===== src/rtl/pktb_pkg.sv =====
// Shared types, widths and constants of the per-key token bucket limiter.
package pktb_pkg;

    localparam int TABLE_DEPTH   = 64;
    localparam int IDX_W         = $clog2(TABLE_DEPTH);
    localparam int CNT_W         = $clog2(TABLE_DEPTH + 1);
    localparam logic [62:0] IDLE_EVICT_US = 63'd60000000;

    localparam int KEY_W   = 64;
    localparam int TOK_W   = 40;
    localparam int TIME_W  = 63;
    localparam int LIMIT_W = 7;
    localparam int BURST_W = 16;
    localparam int RATE_W  = 25;

    localparam logic [TOK_W-1:0] ONE_TOKEN = 40'h00_0100_0000;

    // Configuration register indexes
    localparam logic [1:0] CFG_TABLE_LIMIT = 2'd0;
    localparam logic [1:0] CFG_BURST_SIZE  = 2'd1;
    localparam logic [1:0] CFG_REFILL_RATE = 2'd2;

    // Result status codes
    localparam logic [1:0] ST_OK      = 2'd0;
    localparam logic [1:0] ST_INVALID = 2'd1;
    localparam logic [1:0] ST_FULL    = 2'd2;
    localparam logic [1:0] ST_RATE    = 2'd3;

    // One table entry as stored in memory
    typedef struct packed {
        logic [KEY_W-1:0]  key;
        logic [TOK_W-1:0]  tokens;
        logic [TIME_W-1:0] stamp;
    } entry_t;

    // Status returned by the refill unit
    typedef struct packed {
        logic             done;
        logic             idle;
        logic [TOK_W-1:0] level;
    } refill_res_t;

endpackage


===== src/rtl/pktb_refill.sv =====
// Refill unit: elapsed time times rate over a shared 32x25 multiplier, clamped at ceiling.
module pktb_refill (
    input  logic                          aclk,
    input  logic                          aresetn,
    input  logic                          start,
    input  logic [pktb_pkg::TOK_W-1:0]    tokens,
    input  logic [pktb_pkg::TIME_W-1:0]   stamp,
    input  logic [pktb_pkg::TIME_W-1:0]   now,
    input  logic [pktb_pkg::RATE_W-1:0]   rate,
    input  logic [pktb_pkg::TOK_W-1:0]    cap,
    output pktb_pkg::refill_res_t         res
);
    import pktb_pkg::*;

    typedef enum logic [2:0] {R_IDLE, R_LO, R_HI, R_SUM, R_FIN} rstate_t;

    rstate_t           state_reg;
    logic [40:0]       esat_reg;
    logic              idle_reg;
    logic [TOK_W-1:0]  tok_reg;
    logic [TOK_W-1:0]  cap_reg;
    logic [RATE_W-1:0] rate_reg;
    logic [56:0]       plo_reg;
    logic [56:0]       phi_reg;
    logic [TOK_W-1:0]  add_reg;
    logic [TOK_W-1:0]  level_reg;
    logic              done_reg;

    logic [TIME_W-1:0] elapsed;
    logic [40:0]       esat;
    logic [31:0]       mul_a;
    logic [56:0]       mul_p;
    logic [65:0]       prod;
    logic [40:0]       sum;

    // Elapsed time; anything at or above 2^40 us saturates any nonzero rate
    assign elapsed = (now >= stamp) ? now - stamp : '0;
    assign esat    = (|elapsed[TIME_W-1:40]) ? {1'b1, 40'b0} : {1'b0, elapsed[39:0]};

    // Shared multiplier: low word first, then high bits
    assign mul_a = (state_reg == R_HI) ? {23'b0, esat_reg[40:32]} : esat_reg[31:0];
    assign mul_p = 57'(mul_a) * 57'(rate_reg);

    assign prod = 66'(plo_reg) + {phi_reg[33:0], 32'b0};
    assign sum  = {1'b0, tok_reg} + {1'b0, add_reg};

    always_ff @(posedge aclk) begin
        if (!aresetn) begin
            state_reg <= R_IDLE;
            done_reg  <= 1'b0;
        end else begin
            done_reg <= (state_reg == R_FIN);
            case (state_reg)
                R_IDLE: begin
                    if (start) begin
                        esat_reg  <= esat;
                        idle_reg  <= (elapsed >= IDLE_EVICT_US);
                        tok_reg   <= tokens;
                        cap_reg   <= cap;
                        rate_reg  <= rate;
                        state_reg <= R_LO;
                    end
                end
                R_LO: begin
                    plo_reg   <= mul_p;
                    state_reg <= R_HI;
                end
                R_HI: begin
                    phi_reg   <= mul_p;
                    state_reg <= R_SUM;
                end
                R_SUM: begin
                    add_reg   <= (prod > 66'(cap_reg)) ? cap_reg : prod[TOK_W-1:0];
                    state_reg <= R_FIN;
                end
                R_FIN: begin
                    level_reg <= (sum < {1'b0, cap_reg}) ? sum[TOK_W-1:0] : cap_reg;
                    state_reg <= R_IDLE;
                end
                default: state_reg <= R_IDLE;
            endcase
        end
    end

    assign res.done  = done_reg;
    assign res.idle  = idle_reg;
    assign res.level = level_reg;

endmodule


===== config.mk =====
export PLATFORM = sky130hd
export DESIGN_NAME = pktb_refill
export DESIGN_NICKNAME = d
export VERILOG_FILES = /design/src/rtl/pktb_pkg.sv /design/src/rtl/pktb_refill.sv
export SDC_FILE = /design/constraint.sdc
export NUM_CORES = 2
export LEC_CHECK = 0
export ABC_AREA = 1
export BUFFER_PORTS_ARGS = -buffer_cell sky130_fd_sc_hd__buf_4
export CORE_MARGIN = 2
export CORE_UTILIZATION = 65
export DETAILED_ROUTE_END_ITERATION = 16
export PLACE_DENSITY = 0.91
export SYNTH_ARGS = -nofsm -noshare
export SYNTH_HDL_FRONTEND = slang
export SYNTH_SLANG_ARGS = --single-unit

===== constraint.sdc =====
create_clock -name aclk -period 13.8 [get_ports aclk]
set_input_delay 1.38 -clock aclk [delete_from_list [all_inputs] [get_ports aclk]]
set_output_delay 1.38 -clock aclk [all_outputs]
set_load 0.005 [all_outputs]

---- Yosys cells after proc, flatten, opt, wreduce, memory -nomap -nowiden ----
Cells that the tools add are included.
word-level totals
  memories ................................ 0
  bits in writable memories ............... 0
  output and inout bits ................... 42
  register bits after elaboration ......... 322
  input bits .............................. 234
  bits in read-only memories .............. 0
  latch bits .............................. 0
cells by class
  multipliers ............................. 1
  add/subtract/negate cells ............... 3
  div/mod/pow operators ................... 0
  shift operators ......................... 0
  muxes and demuxes ....................... 7
  reduce and logical (&&, ||, !) cells .... 7
  bitwise logic cells ..................... 0
  eq/ne operators ......................... 5
  order comparisons ....................... 4
operators with widths
  kind                  number
  $mux 40               2
  $add 57x66->66        1
  $gt 66x40->1          1
  $ge 63x26->1 const B  1
  $ge 63x63->1          1
  $mux 63               1
  $sub 63x63->63        1
  $mul 32x25->57        1
  $add 40x40->41        1
  $lt 41x40->1          1
  $mux 41               1
  $mux 32               1
  $reduce_or 23->1      1
  $pmux 3 s4            1
  $reduce_and 2->1      4
  $eq 3x2->1 const B    2
  $eq 3x1->1 const B    1
  $eq 3x3->1 const B    1
  $logic_not 3->1       1
  $mux 3                1
  $reduce_and 3->1      1
  $ne 2x2->1 const B    1

---- Logic depth before layout (Yosys ltp) ----
  depth in word-level cells ............... 4
  mapped depth ............................ 35
  depth with buffers taken out ............ 33

---- Worst setup path after synthesis ----
Ideal clock, no wire load.
  path type ............................... input-to-reg
  start point ............................. input aresetn
  end point ............................... register cap_reg[0] (enable)
  path buffers ............................ 0
  stages on the path ...................... 2
  setup time .............................. 0.656 ns
  path slack .............................. 5.568 ns
  data required time ...................... 13.144 ns
  arrival ................................. 7.576 ns
  path through ............................ nand2_1 nor2_1
on the way
  cells in the longest elaborated chain, start to end .. 1
RTL lines
  element                     RTL line           source
  start, declared             pktb_refill.sv:4   input logic aresetn,
  $reduce_and 3->1 (no line)  -
  end signal, assigned        pktb_refill.sv:59  cap_reg <= cap;
  end, declared               pktb_refill.sv:21  logic [TOK_W-1:0] cap_reg;
Every way passes these cells.
A chain may end at the register's enable or synchronous reset.

---- Final worst setup path ----
  start point ............................. register state_reg[0]
  end point ............................... register plo_reg[26] (data pin)
on the way
  cells in the longest elaborated chain, start to end .. 3
RTL lines
  element                 RTL line           source
  start, declared         pktb_refill.sv:17  rstate_t state_reg;
  start signal, assigned  pktb_refill.sv:49  state_reg <= R_IDLE;
  start signal, assigned  pktb_refill.sv:61  state_reg <= R_LO;
  start signal, assigned  pktb_refill.sv:66  state_reg <= R_HI;
  $eq 3x2->1              pktb_refill.sv:41  assign mul_a = (state_reg == R_HI) ? {23'b0, esat_reg[40:32]} : esat_reg[31:0];
  $mux 32                 pktb_refill.sv:41
  $mul 32x25->57          pktb_refill.sv:42  assign mul_p = 57'(mul_a) * 57'(rate_reg);
  net mul_p[26]           pktb_refill.sv:32  logic [56:0] mul_p;
  end signal, assigned    pktb_refill.sv:65  plo_reg <= mul_p;
  end, declared           pktb_refill.sv:23  logic [56:0] plo_reg;
The timed path passes the listed nets, and every way through them passes these cells.

==> metrics.md <==
| Metric | Value |
|---|---|
| Placed Cells | 7343 |
| Slowest stage delay, CP | 0.91 ns |
| Row count | 100 |
| Buffer and inverter count on the worst path | 10 |
| Global-route wire length before repair | 269800 µm |
| Largest net degree at the start of global routing | 62 |
| Setup_tns | 0 ns |
| Min cycle time layout | 10.08 ns |
| Total gr overflow | 0 |
| Clock tree buffer depth | 3 |
| Slew HR | 11.45% |
| Post-synth EDFFs | 318 |
| Req. time, crit path | 14.17 ns |
| Commonest non-fill, non-tap cell in the layout | nand2_1 |
| GPL Wtd Cong | 1.070 |
| R2R cell count | 29 |
| Hold Path Class | reg2reg |
| Largest delay share family, worst path | adder cells |
| Slew Limit Fails | 0 |
| Final nets | 7740 |
| Io pins | 276 |
| Hold depth | 1 |
| Worst hold path endpoint | done_reg$_SDFF_PN0_ |
| Filler-free cell count of the finished design | 7421 |
| Hpwl dp | 144300 µm |
| Most used cell, CP | inv_1 |
| Fin crit share | 73.04% |
| Syn Inst Count | 6207 |
| Die Span Y | 278.8 µm |
| Die Wd | 278.8 µm |
| CTS HTree Levels | 2 |
| Synthesized cell area | 49100 µm² |
| Worst-skew pair later-pin latency | 0.62 ns |
| Initial antenna violation count | 5 |
| Distinct cell type count of the synthesized netlist | 58 |
| Fraction of layout cells with a size suffix above 1 | 8.063% |
| Sink Count | 322 |
| Startpoint Class | register |
| CTS buffer count | 41 |
| Core area | 74570 µm² |
| R2r setup slk | 3.72 ns |
| Yosys warnings | 0 |
| Sequential area share after synthesis | 19.61% |
| Port bufs | 275 |
| CTS root buffer | clkbuf_16 |
| Routed WL | 179000 µm |
| Final setup fails | 0 |
| RSZ-0062 raised after global routing | no |
| Status | complete, no violations |
| Vias | 44673 |
| Final Skew | 0.02666 ns |
| Register bit total from synthesis | 322 |
| Routed WL per cell | 24.12 µm |
| Clk slew on worst S/H paths | 0.06 ns |
| Worst Max-Slew Pin Slew | 1.327 ns |
| Number of routed nets with antenna violations | 0 |
| Max Cap Violations | 0 |
| Hold wc startpoint | state_reg[0]$_SDFFE_PN0P_ |
| Post-route DRC | 0 |
| Most frequent cells in the layout | 1419 x nand2_1, 1302 x inv_1, 767 x nor2_1 |
| Initial Util | 65.84% |
| Vias in the first global route | 46629 |
| CTS tree | built |
| Top_reg_cell synth | edfxtp_1 |
| Ys async rst share | 0% |
| Cts hold-fix bufs | 0 |
| Worst-path fanout max | 34 |
| 1st-iter DRT viols | 5225 |
| Syn Nets | 7530 |
| WS Path Type | reg2reg |
| Worst setup EP type | register |
| Vias per std cell | 6.020 |
| FILL cells | 5742 |
| Post_cts resized | 0 |
| Synth Area per Inst | 7.910 µm² |
| Crit Reg-Reg Startpoint | state_reg[0]$_SDFFE_PN0P_ |
| Worst Path Arrival | 10.45 ns |
| DR pass1 iterations | 7 |
| P&R area growth vs syn | 9.210% |
| Hold Vio Cnt, Final | 0 |
| Slowest CP cell | nand2_1 |
| Die ar. | 77750 µm² |
| Total track usage | 46.54% |
| Post-CTS setup buffer count | 0 |
| Max Clk Rate | 0.09921 GHz |
| Max reg flops | 57 |
| R2R Path End | plo_reg[26]$_DFFE_PP_ |
==> synthesized netlist by cell type (2+ instances only) <==
library cell,instances,area [µm²]
xor2_1,90,788.3
o211ai_1,9,67.56
inv_2,24,90.09
xnor2_1,46,402.9
nor3_1,39,195.2
or2_2,12,75.07
nor2_1,773,2902
nand2_2,15,93.84
nor2_4,13,146.4
o2111ai_1,3,26.28
a21oi_1,263,1316
a21boi_0,12,90.09
clkbuf_1,139,521.8
nand2_1,1419,5326
ha_1,399,4992
a21o_1,19,142.6
inv_1,1303,4891
dfxtp_1,4,80.08
a211oi_1,4,30.03
a31oi_1,22,137.6
a221oi_1,5,43.79
buf_1,5,18.77
o21a_1,9,67.56
o21bai_1,31,232.7
nand3b_1,19,142.6
nand3_1,193,965.9
fa_1,690,13810
buf_4,2,15.01
nor4_1,9,56.30
nor2_2,31,193.9
edfxtp_1,318,9549
o21ai_0,126,630.6
nand4_1,85,531.8
and3_1,6,37.54
o21ai_1,11,55.05
nand3_2,7,70.07
buf_2,21,105.1
clkinv_1,11,41.29
==> through the flow <==
step	area (µm²)	setup slack [ns]	utilization (%)	hold slack, ns
floorplan	49100	5.568	-	0.4682
global placement	52180	4.129	69.98	0.5140
detailed placement	52180	3.925	69.98	0.5543
CTS	53610	3.954	71.89	0.5523
global route	53620	3.364	71.90	0.5721
finish	53620	3.721	71.90	0.5482
==> worst register-to-register path, delay by kind of cell (launching register included) <==
kind | cells | cell delay [ns]
buf+inv | 10 | 2.15
simple gates | 8 | 2.32
xor+xnor | 1 | 0.39
compound gates | 2 | 0.59
flops | 1 | 0.39
fa+ha+maj | 8 | 3.98
==> final cells by class <==
type                       instances  area (µm²)  share of cell area (%)
tap                              969        1212                   2.261
timing repair buffer             336        2522                   4.704
multi-input combinational       4378       33800                   63.03
sequential                       322        9629                   17.96
antenna                            3       7.507                 0.01400
clock inverter                    25       329.1                  0.6137
clock buffer                      50        1100                   2.051
inverter                        1338        5022                   9.367
==> cells by family (layout without fill, tap and decap cells) <==
group | after synthesis | count (layout) | synth area share, %
other cells | 0 | 3 | 0
fa+ha+maj | 1089 | 1089 | 38.30
compound gates | 525 | 525 | 5.999
flops | 322 | 322 | 19.61
xor+xnor | 136 | 136 | 2.426
buf+inv | 1507 | 1749 | 11.64
simple gates | 2628 | 2628 | 22.02
==> worst max-delay path by stage <==
stage          slack, ns  depth (start not counted)                     to                       from
3_3_place_gp        4.13                         29  plo_reg[26]$_DFFE_PP_  state_reg[0]$_SDFFE_PN0P_
4_1_cts             3.95                         29  plo_reg[26]$_DFFE_PP_  state_reg[0]$_SDFFE_PN0P_
3_5_place_dp        3.93                         29  plo_reg[26]$_DFFE_PP_  state_reg[0]$_SDFFE_PN0P_
6_report            3.72                         29  plo_reg[26]$_DFFE_PP_  state_reg[0]$_SDFFE_PN0P_
5_1_grt             3.36                         29  plo_reg[26]$_DFFE_PP_  state_reg[0]$_SDFFE_PN0P_
2_1_floorplan       5.57                          2   cap_reg[0]$_DFFE_PP_                    aresetn
==> routing by layer <==
layer | track usage (%) | part of all wire, %
met5 | 1.814 | 0.13
met4 | 30.02 | 8.3
met3 | 13.93 | 13
met2 | 74.72 | 45
met1 | 54.49 | 34
Power is not shown: default switching activity piles up to over one toggle a cycle in this logic, so the estimate is an artifact.
